$ cat src/sv/path_glob_matcher_top_assert.svh
// assertion macros shared by the matcher rtl
// no dependencies
`ifndef PATH_GLOB_MATCHER_TOP_ASSERT_SVH
`define PATH_GLOB_MATCHER_TOP_ASSERT_SVH

// same-cycle implication
`define PGM_ASSERT_NOW(label, clk, rst_n, ante, cons, msg) \
    label: assert property (@(posedge clk) disable iff (!rst_n) (ante) |-> (cons)) \
        else $error(msg);

// next-cycle implication
`define PGM_ASSERT_NEXT(label, clk, rst_n, ante, cons, msg) \
    label: assert property (@(posedge clk) disable iff (!rst_n) (ante) |=> (cons)) \
        else $error(msg);

`endif

$ cat src/sv/pgm_pkg.sv
// shared types and constants for the path glob matcher
// no dependencies
package pgm_pkg;

    localparam int PATTERN_MAX = 32;
    localparam int LEN_W       = $clog2(PATTERN_MAX + 1);
    localparam int CLOSE_LVLS  = $clog2(PATTERN_MAX + 1);
    localparam int CFG_WORDS   = 4;
    localparam int CFG_DATA_W  = 64;
    localparam int CFG_IDX_W   = 3;
    localparam int CHAR_W      = 8;

    localparam logic [CHAR_W-1:0] STAR_CHAR  = 8'h2A;
    localparam logic [CHAR_W-1:0] ANY_CHAR   = 8'h3F;
    localparam logic [CHAR_W-1:0] SLASH_CHAR = 8'h2F;

    typedef logic [PATTERN_MAX:0] t_pos;
    typedef logic [LEN_W-1:0]     t_len;

    typedef enum logic [CFG_IDX_W-1:0] {
        REG_CHARS_LOW    = 3'd0,
        REG_CHARS_SECOND = 3'd1,
        REG_CHARS_THIRD  = 3'd2,
        REG_CHARS_HIGH   = 3'd3,
        REG_LENGTH       = 3'd4
    } t_cfg_idx;

    typedef enum logic {
        OP_CHAR = 1'b0,
        OP_END  = 1'b1
    } t_op;

    typedef struct packed {
        logic [PATTERN_MAX-1:0][CHAR_W-1:0] chars;
        t_len                               len;
    } t_pattern;

    localparam t_pos START_POS = t_pos'(1);

endpackage

$ cat src/sv/pgm_cfg_regs.sv
// pattern configuration registers with length clamp
// depends on pgm_pkg
module pgm_cfg_regs (
    input  logic                              i_clk,
    input  logic                              i_rst_n,
    input  logic                              i_wr,
    input  logic [pgm_pkg::CFG_IDX_W-1:0]     i_index,
    input  logic [pgm_pkg::CFG_DATA_W-1:0]    i_data,
    output pgm_pkg::t_pattern                 o_pattern
);
    import pgm_pkg::*;

    logic [CFG_WORDS-1:0][CFG_DATA_W-1:0] r_words;
    logic [CFG_WORDS-1:0][CFG_DATA_W-1:0] n_words;
    t_len                                 r_len;
    t_len                                 n_len;

    always_comb begin
        n_words = r_words;
        n_len   = r_len;
        if (i_wr) begin
            case (t_cfg_idx'(i_index))
                REG_CHARS_LOW:    n_words[0] = i_data;
                REG_CHARS_SECOND: n_words[1] = i_data;
                REG_CHARS_THIRD:  n_words[2] = i_data;
                REG_CHARS_HIGH:   n_words[3] = i_data;
                REG_LENGTH:       n_len      = i_data[LEN_W-1:0];
                default: ;
            endcase
        end
    end

    always_ff @(posedge i_clk) begin
        if (!i_rst_n) begin
            r_words <= '0;
            r_len   <= '0;
        end else begin
            r_words <= n_words;
            r_len   <= n_len;
        end
    end

    assign o_pattern.chars = r_words;
    assign o_pattern.len   = (r_len > t_len'(PATTERN_MAX)) ? t_len'(PATTERN_MAX) : r_len;

endmodule

$ cat src/sv/pgm_step.sv
// star closure and one-character position update
// depends on pgm_pkg
module pgm_step (
    input  pgm_pkg::t_pattern            i_pattern,
    input  pgm_pkg::t_pos                i_raw,
    input  logic [pgm_pkg::CHAR_W-1:0]   i_char,
    output pgm_pkg::t_pos                o_next_raw,
    output logic                         o_matched
);
    import pgm_pkg::*;

    t_pos g [CLOSE_LVLS+1];
    t_pos p [CLOSE_LVLS+1];
    t_pos keep;
    t_pos active;
    t_pos next_raw;
    logic [PATTERN_MAX-1:0] star;
    logic not_slash;

    // parallel-prefix closure: position j inherits from j-1 across a star
    always_comb begin
        for (int i = 0; i < PATTERN_MAX; i++) begin
            star[i] = (i < int'(i_pattern.len)) && (i_pattern.chars[i] == STAR_CHAR);
        end
        for (int j = 0; j <= PATTERN_MAX; j++) begin
            keep[j] = (j <= int'(i_pattern.len));
        end
        g[0] = i_raw;
        p[0] = {star, 1'b0};
        for (int l = 0; l < CLOSE_LVLS; l++) begin
            for (int j = 0; j <= PATTERN_MAX; j++) begin
                if (j >= (1 << l)) begin
                    g[l+1][j] = g[l][j] | (p[l][j] & g[l][j-(1 << l)]);
                    p[l+1][j] = p[l][j] & p[l][j-(1 << l)];
                end else begin
                    g[l+1][j] = g[l][j];
                    p[l+1][j] = p[l][j];
                end
            end
        end
        active = g[CLOSE_LVLS] & keep;
    end

    assign not_slash = (i_char != SLASH_CHAR);

    always_comb begin
        next_raw = '0;
        for (int i = 0; i < PATTERN_MAX; i++) begin
            if (active[i] && (i < int'(i_pattern.len))) begin
                if (i_pattern.chars[i] == STAR_CHAR) begin
                    next_raw[i] = next_raw[i] | not_slash;
                end else if (i_pattern.chars[i] == ANY_CHAR) begin
                    next_raw[i+1] = not_slash;
                end else if (i_pattern.chars[i] == i_char) begin
                    next_raw[i+1] = 1'b1;
                end
            end
        end
    end

    assign o_next_raw = next_raw;
    assign o_matched  = active[i_pattern.len];

endmodule

$ cat src/sv/path_glob_matcher_top.sv
// path glob matcher: one text byte per cycle against a configured glob pattern
// end request to result valid: the input stage, then the result register
// throughput: one request per cycle; a character never waits on a stalled result
// an end request waits only while an untaken result sits in the output register
// reset: synchronous active low, pattern and length cleared, automaton at start
// depends on pgm_pkg, pgm_cfg_regs, pgm_step
module path_glob_matcher_top (
    input  logic                            i_clk,
    input  logic                            i_rst_n,
    input  logic                            s_axis_tvalid,
    output logic                            s_axis_tready,
    input  logic [7:0]                      s_axis_tdata,  // [7:0] text_char
    input  logic                            s_axis_tuser,  // [0] op
    output logic                            m_axis_tvalid,
    input  logic                            m_axis_tready,
    output logic [7:0]                      m_axis_tdata,  // [0] matched, rest zero
    input  logic                            i_cfg_valid,
    output logic                            o_cfg_ready,
    input  logic [pgm_pkg::CFG_IDX_W-1:0]   i_cfg_index,
    input  logic [pgm_pkg::CFG_DATA_W-1:0]  i_cfg_data
);
    import pgm_pkg::*;
`include "path_glob_matcher_top_assert.svh"

    t_pattern           pattern;
    t_pos               step_next;
    logic               step_matched;
    logic               cfg_wr;
    logic               cfg_restart;
    logic               stg_go;
    logic               end_go;
    logic               end_wait;

    logic               r_stg_valid;
    t_op                r_stg_op;
    logic [CHAR_W-1:0]  r_stg_char;
    t_pos               r_active;
    logic               r_out_valid;
    logic               r_out_matched;

    assign o_cfg_ready = 1'b1;
    assign cfg_wr      = i_cfg_valid & o_cfg_ready;
    // only writes to a known register restart the automaton
    assign cfg_restart = cfg_wr && (i_cfg_index inside {[REG_CHARS_LOW:REG_LENGTH]});

    pgm_cfg_regs u_cfg (
        .i_clk     (i_clk),
        .i_rst_n   (i_rst_n),
        .i_wr      (cfg_wr),
        .i_index   (i_cfg_index),
        .i_data    (i_cfg_data),
        .o_pattern (pattern)
    );

    pgm_step u_step (
        .i_pattern  (pattern),
        .i_raw      (r_active),
        .i_char     (r_stg_char),
        .o_next_raw (step_next),
        .o_matched  (step_matched)
    );

    assign stg_go = r_stg_valid &&
                    ((r_stg_op == OP_CHAR) || !r_out_valid || m_axis_tready);
    assign s_axis_tready = !r_stg_valid || stg_go;

    assign end_go   = stg_go && (r_stg_op == OP_END);
    assign end_wait = r_stg_valid && (r_stg_op == OP_END) && r_out_valid && !m_axis_tready;

    // input stage
    always_ff @(posedge i_clk) begin
        if (!i_rst_n) begin
            r_stg_valid <= 1'b0;
        end else if (s_axis_tready) begin
            r_stg_valid <= s_axis_tvalid;
        end
    end

    always_ff @(posedge i_clk) begin
        if (s_axis_tvalid && s_axis_tready) begin
            r_stg_op   <= t_op'(s_axis_tuser);
            r_stg_char <= s_axis_tdata;
        end
    end

    // position vector, kept before star closure
    always_ff @(posedge i_clk) begin
        if (!i_rst_n) begin
            r_active <= START_POS;
        end else if (cfg_restart) begin
            r_active <= START_POS;
        end else if (stg_go) begin
            r_active <= (r_stg_op == OP_END) ? START_POS : step_next;
        end
    end

    // result register
    always_ff @(posedge i_clk) begin
        if (!i_rst_n) begin
            r_out_valid <= 1'b0;
        end else if (stg_go && (r_stg_op == OP_END)) begin
            r_out_valid <= 1'b1;
        end else if (m_axis_tready) begin
            r_out_valid <= 1'b0;
        end
    end

    always_ff @(posedge i_clk) begin
        if (stg_go && (r_stg_op == OP_END)) begin
            r_out_matched <= step_matched;
        end
    end

    assign m_axis_tvalid = r_out_valid;
    assign m_axis_tdata  = {7'd0, r_out_matched};

    `PGM_ASSERT_NEXT(a_end_restarts, i_clk, i_rst_n, end_go, r_active == START_POS, "no end restart")
    `PGM_ASSERT_NEXT(a_cfg_restarts, i_clk, i_rst_n, cfg_restart, r_active == START_POS, "no cfg restart")
    `PGM_ASSERT_NEXT(a_end_gives_result, i_clk, i_rst_n, end_go, r_out_valid, "end gave no result")
    `PGM_ASSERT_NOW(a_end_stalls, i_clk, i_rst_n, end_wait, !s_axis_tready && !stg_go, "end not held")

endmodule
$ cat config.mk
export PLATFORM = sky130hd
export DESIGN_NAME = path_glob_matcher_top
export DESIGN_NICKNAME = d
export VERILOG_FILES = /design/src/sv/pgm_pkg.sv /design/src/sv/pgm_cfg_regs.sv /design/src/sv/pgm_step.sv /design/src/sv/path_glob_matcher_top.sv
export VERILOG_INCLUDE_DIRS = /design/src /design/src/sv
export SDC_FILE = /design/constraint.sdc
export NUM_CORES = 1
export LEC_CHECK = 0
export BUFFER_PORTS_ARGS = -buffer_cell sky130_fd_sc_hd__clkbuf_2
export CAP_MARGIN = 20
export CELL_PAD_IN_SITES_DETAIL_PLACEMENT = 1
export CELL_PAD_IN_SITES_GLOBAL_PLACEMENT = 2
export CORE_MARGIN = 4
export CORE_UTILIZATION = 41
export DETAILED_ROUTE_END_ITERATION = 8
export MAX_ROUTING_LAYER = met4
export PLACE_DENSITY_LB_ADDON = 0.25
export SLEW_MARGIN = 25
export SYNTH_ARGS = -nofsm -noshare
export SYNTH_HDL_FRONTEND = slang
export SYNTH_HIERARCHICAL = 1
export SYNTH_SLANG_ARGS = --single-unit
$ cat constraint.sdc
create_clock -name i_clk -period 8.6 [get_ports i_clk]
set_input_delay 0.43 -clock i_clk [delete_from_list [all_inputs] [get_ports i_clk]]
set_output_delay 0.43 -clock i_clk [all_outputs]
set_load 0.005 [all_outputs]
After elaboration in Yosys (flattened, before gate mapping)
Index checks and enable logic that the tools add are counted.
{"block": "totals", "register_bits": 307, "latch_bits": 0, "ramBits": 0, "romBits": 0, "inputBits": 81, "output_inout_bits": 11, "word_cells": 835, "n_memories": 0}
{"block": "op_classes", "add_sub_neg": 0, "n_mul": 0, "div": 0, "order_cmp": 68, "n_eq_ne": 101, "shift": 0, "n_mux": 166, "n_bitwise": 407, "reduce_logical": 82}
{"op": "$eq 8x6->1 const B", "count": 64}
{"op": "$eq 8x8->1", "count": 32}
{"op": "$and 1x1->1", "count": 238}
{"op": "$or 1x1->1", "count": 166}
{"op": "$mux 1", "count": 131}
{"op": "$le 5x6->1 const A", "count": 16}
{"op": "$lt 5x6->1 const A", "count": 16}
{"op": "$logic_and 1x1->1", "count": 69}
{"op": "$mux 2", "count": 32}
{"op": "$le 4x6->1 const A", "count": 8}
{"op": "$lt 4x6->1 const A", "count": 8}
{"op": "$and 33x33->33", "count": 1}
{"op": "$mux 33", "count": 1}
{"op": "$le 3x6->1 const A", "count": 4}
{"op": "$lt 3x6->1 const A", "count": 4}
{"op": "$le 2x6->1 const A", "count": 2}
{"op": "$lt 1x6->1 const A", "count": 2}
{"op": "$lt 2x6->1 const A", "count": 2}
{"op": "$reduce_and 2->1", "count": 5}
{"op": "$ne 8x6->1 const B", "count": 1}
{"op": "$lt 6x7->1 const B", "count": 1}
{"op": "$bmux 1 s6", "count": 1}
{"op": "$eq 3x2->1 const B", "count": 2}
{"op": "$gt 6x6->1 const B", "count": 1}
{"op": "other kinds (13)", "count": 17}

Logic depth before layout (Yosys ltp)
{"block": "logic_depth", "depth_word": 112, "depth_mapped": 16, "depth_no_buf": 14}

Cells and area by module
Netlist, hierarchy kept.
{"module": "pgm_cfg_regs", "instances": 1, "cells_per_inst": 926, "area_each_um2": 9598.0, "seq_area_each_um2": 5245.0}
{"module": "pgm_step", "instances": 1, "cells_per_inst": 1127, "area_each_um2": 7367.1, "seq_area_each_um2": 0.0}
{"module": "path_glob_matcher_top", "instances": 1, "cells_per_inst": 183, "area_each_um2": 1744.2, "seq_area_each_um2": 1001.0}

Worst setup path after synthesis
OpenSTA, ideal clock, no wires.
{"block": "synth_timing", "path_type": "flip-flop to flip-flop", "startpoint": "register u_cfg.r_len[5]", "endpoint": "register r_out_matched, data pin", "setup_ps": 271, "t_arrival_ps": 3039, "required_time_ps": 8329, "setup_slack_ps": 5291, "stages_incl_launch_ff": 14, "n_path_buf": 2, "period_less_slack_ps": 3309, "path_cell_list": "dfxtp_1 > clkbuf_1 > buf_6 > or4_4 > o211ai_2 > a2111oi_4 > o31ai_4 > o221ai_4 > a221o_1 > or4_1 > o211ai_2 > nand4_2 > nor4_2 > nand4_1"}
{"element": "from (decl)", "line_no": "pgm_cfg_regs.sv:15", "rtl": "t_len r_len;"}
{"element": "from (signal assigned)", "line_no": "pgm_cfg_regs.sv:39", "rtl": "r_len <= n_len;"}
{"element": "to (signal assigned)", "line_no": "path_glob_matcher_top.sv:110", "rtl": "r_out_matched <= step_matched;"}
{"element": "to (decl)", "line_no": "path_glob_matcher_top.sv:39", "rtl": "logic r_out_matched;"}

==> results_dict.tcl <==
set metrics [dict create \
    run_status "finished clean" \
    maxCapViolCount 0 \
    p_leak_uw 0.00786 \
    synth_top_family_by_area "simple AND/OR/NAND/NOR gates" \
    max_stage_delay_ps 600 \
    synthXorXnorAreaFrac 0.120 \
    post-route-period-util 0.517 \
    io_pins 92 \
    ys_seq_area_frac 0.334 \
    drt_wl_total_um 69500 \
    ant_nets 0 \
    synth_top_area_cell "dfxtp_1" \
    arrival_ps 4910 \
    core-area_mm2 0.0453 \
    drive_gt1_frac 0.103 \
    nNetsFinal 2333 \
    post-cts-setup-buffers 0 \
    multiInputGateArea_mm2 0.0116 \
    wire_per_inst_um 24.1 \
    die_w_um 222 \
    layout_commonest_cell "nand2_1" \
    fmaxAchievable_ghz 0.225 \
    vdd_drop_max_uv 131 \
    grt_pass1_vias 17500 \
    grt_setup_unrepaired "no" \
    numPortBuffers 83 \
    p_sw_uw 902 \
    p_per_area_mw_per_mm2 168 \
    crit_buf_inv 2 \
    std_cell_rows 78 \
    postLayoutCoreUtil 0.457 \
    hold_violations 0 \
    register_area_mm2 0.00625 \
    via_count 17000 \
    cts_buffers 38 \
    ctsHoldBuffers 0 \
    start_util 0.413 \
    crit_slowest_cell "nor4_1" \
    setup_tns_ps 0 \
    dpl_worst_slack_ps 4250 \
    first_pass_iters 5 \
    layout_common_cells "449 x nand2_1, 297 x dfxtp_1, 269 x mux2i_1" \
    root_buffer "clkbuf_16" \
    netlist_area_mm2 0.0187 \
    tritoncts "built" \
    die_h_um 222 \
    grt_pass1_wl_um 106000 \
    async_flop_share 0 \
    clk_path_buf_depth 3 \
    endpoint_kind "register" \
    internal_power_uw 2570 \
    clkPwrFrac 0.475 \
    drc 0 \
    die-area_mm2 0.0491 \
    syn_to_final_growth_pct 10.6 \
    synth_simple_gate_area_share 0.229 \
    post_cts_resized 0 \
    antenna_found_initial 0 \
    crit_path_cell_trace "buf_4 -> nor2b_2 -> buf_4 -> or2_1 -> o211ai_1 -> nor4_1 -> nand3_1 -> a31oi_1 -> o21ai_2 -> o221a_1 -> nor3_1 -> a21o_1 -> nand3_1 -> o41ai_1 -> nand2_1 -> a21oi_1" \
    drtIter0Drc 1058 \
    slew_viol_final 0 \
    h-tree-depth 2 \
    synthAdderAreaFrac 0 \
    synth_flop_cell "dfxtp_1" \
    ys_top_cells_by_area "dfxtp_1 32%, mux2i_1 14%, nand2_1 9.0%" \
    worst_slack_ps 4160 \
    grt_usage 0.279 \
    fin_area_mm2 0.0207 \
    muxShareOfSynthArea 0.144 \
    clk_latency_ps 550 \
    avgSynthCellArea_um2 8.37 \
    diodes 0 \
    placed_area_mm2 0.0194 \
    netSwitchingFraction 0.260 \
    synth-seq-cells 307 \
    synth_top_area_share 0.318 \
    cp_top_family "simple AND/OR/NAND/NOR gates" \
    hpwl_um 48500 \
    place.gp.congestion 0.953 \
    setup_viol 0 \
    finalClockSkew_ps 20.2 \
    viasPerCell 5.91 \
    worst-setup-path-type "register to register" \
    fill_cells 5426 \
    cts_sinks 307 \
    worst_pin_slew_ps 1090 \
    clk_pin_slew_ps 60 \
    synth_edf_count 10 \
    start_kind "register" \
    synth_compound_area_frac 0.124 \
    grt_remaining_overflow 0 \
    synthCells 2236 \
    min-delay-path-class "primary input to register" \
    synth_cell_type_count 94 \
    p_comb_frac 0.094 \
    worstPathRequired_ps 9070 \
    path_max_fanout 32 \
    grt_start_max_net_pins 168 \
    relSlewSlack 0.266 \
    finalCriticalPeriod_ps 4440 \
    seqPwrFrac 0.431 \
    hold_ws_ps 54.3 \
    yosys_warnings 6 \
]
flip-flops by register name, summed over array words and instances (netlist names):
register         cells
m_axis_tvalid        1
r_active            33
r_out_matched        1
r_stg_char           8
r_stg_op             1
r_stg_valid          1
u_cfg/o_pattern    256
u_cfg/r_len          6
cell families (layout without fill, tap and decap cells):
group / count (synthesis) / after routing
buffers and inverters: 170 / 208
AOI/OAI and AO/OA: 336 / 336
and+or+nand+nor: 896 / 896
other: 2 / 8
xor gates and xnor gates: 256 / 256
DFF: 307 / 307
muxes: 269 / 269
power by group through the flow:
stage | combinational, uW | sequential, uW | clock [uW]
finish | 326 | 1500 | 1650
global route | 350 | 1500 | 1750
CTS | 325 | 1500 | 1690
detailed placement | 323 | 1530 | 0
global placement | 315 | 1520 | 0
floorplan | 223 | 1520 | 0
routing by layer:
layer  routed length [um]  share of wire  GRT usage
met1                32300           0.47      0.377
met2                32300           0.46      0.450
met3                 3520          0.051     0.0372
met4                 1340          0.019     0.0648
met5                    0              0          -
path summary, 6_finish.rpt:
path,start,endpoint,slack (ps),depth (start not counted)
setup / recovery,u_cfg/r_len[5],r_active[29],4160,16
hold / removal,s_axis_tdata[6],r_stg_char[6],50,1
setup reg to reg,u_cfg/r_len[5],r_active[29],4160,16
hold reg to reg,u_cfg/r_len[3],u_cfg/r_len[3],480,2
Yosys cell counts (all sizes together), types with 5 or more instances:
master / count
nor4: 52
a31oi: 21
nand4b: 9
nor4bb: 11
and2: 7
dfxtp: 297
a2111oi: 5
nor2: 107
nor4b: 8
a21oi: 93
xor2: 136
o32ai: 5
or3: 18
o41ai: 5
a21o: 13
nor3b: 5
a211o: 6
mux2i: 269
o21ai: 84
nand3: 51
a32o: 8
a211oi: 5
nand2b: 14
buf: 94
nor2b: 15
xnor2: 120
clkbuf: 54
or4: 8
nand4: 61
o21a: 5
inv: 22
o211ai: 12
and3: 11
nor3: 48
or2: 8
nand2: 450
o31ai: 22
edfxtp: 10
worst register-to-register path, cell delays in order (launching register included):
cell	delay, ps
dfxtp_1	290
buf_4	250
nor2b_2	150
buf_4	290
or2_1	480
o211ai_1	310
nor4_1	600
nand3_1	200
a31oi_1	400
o21ai_2	230
o221a_1	270
nor3_1	320
a21o_1	200
nand3_1	80
o41ai_1	90
nand2_1	90
a21oi_1	120
metrics by stage:
stage	power [uW]	cells
after floorplan	1740	2242
after global placement	1840	2812
after detailed placement	1850	2812
after CTS	3510	2880
after global routing	3600	2880
final	3470	2880
final cells by class:
class / instances / share of cell area
multi-input cells: 1765 / 0.562
well taps: 600 / 0.0363
inverters: 22 / 0.00399
clock buffers: 58 / 0.0564
clock inverters: 10 / 0.00514
repair buffers: 118 / 0.0339
flip-flops and latches: 307 / 0.302
(Power assumes the default switching activity.)
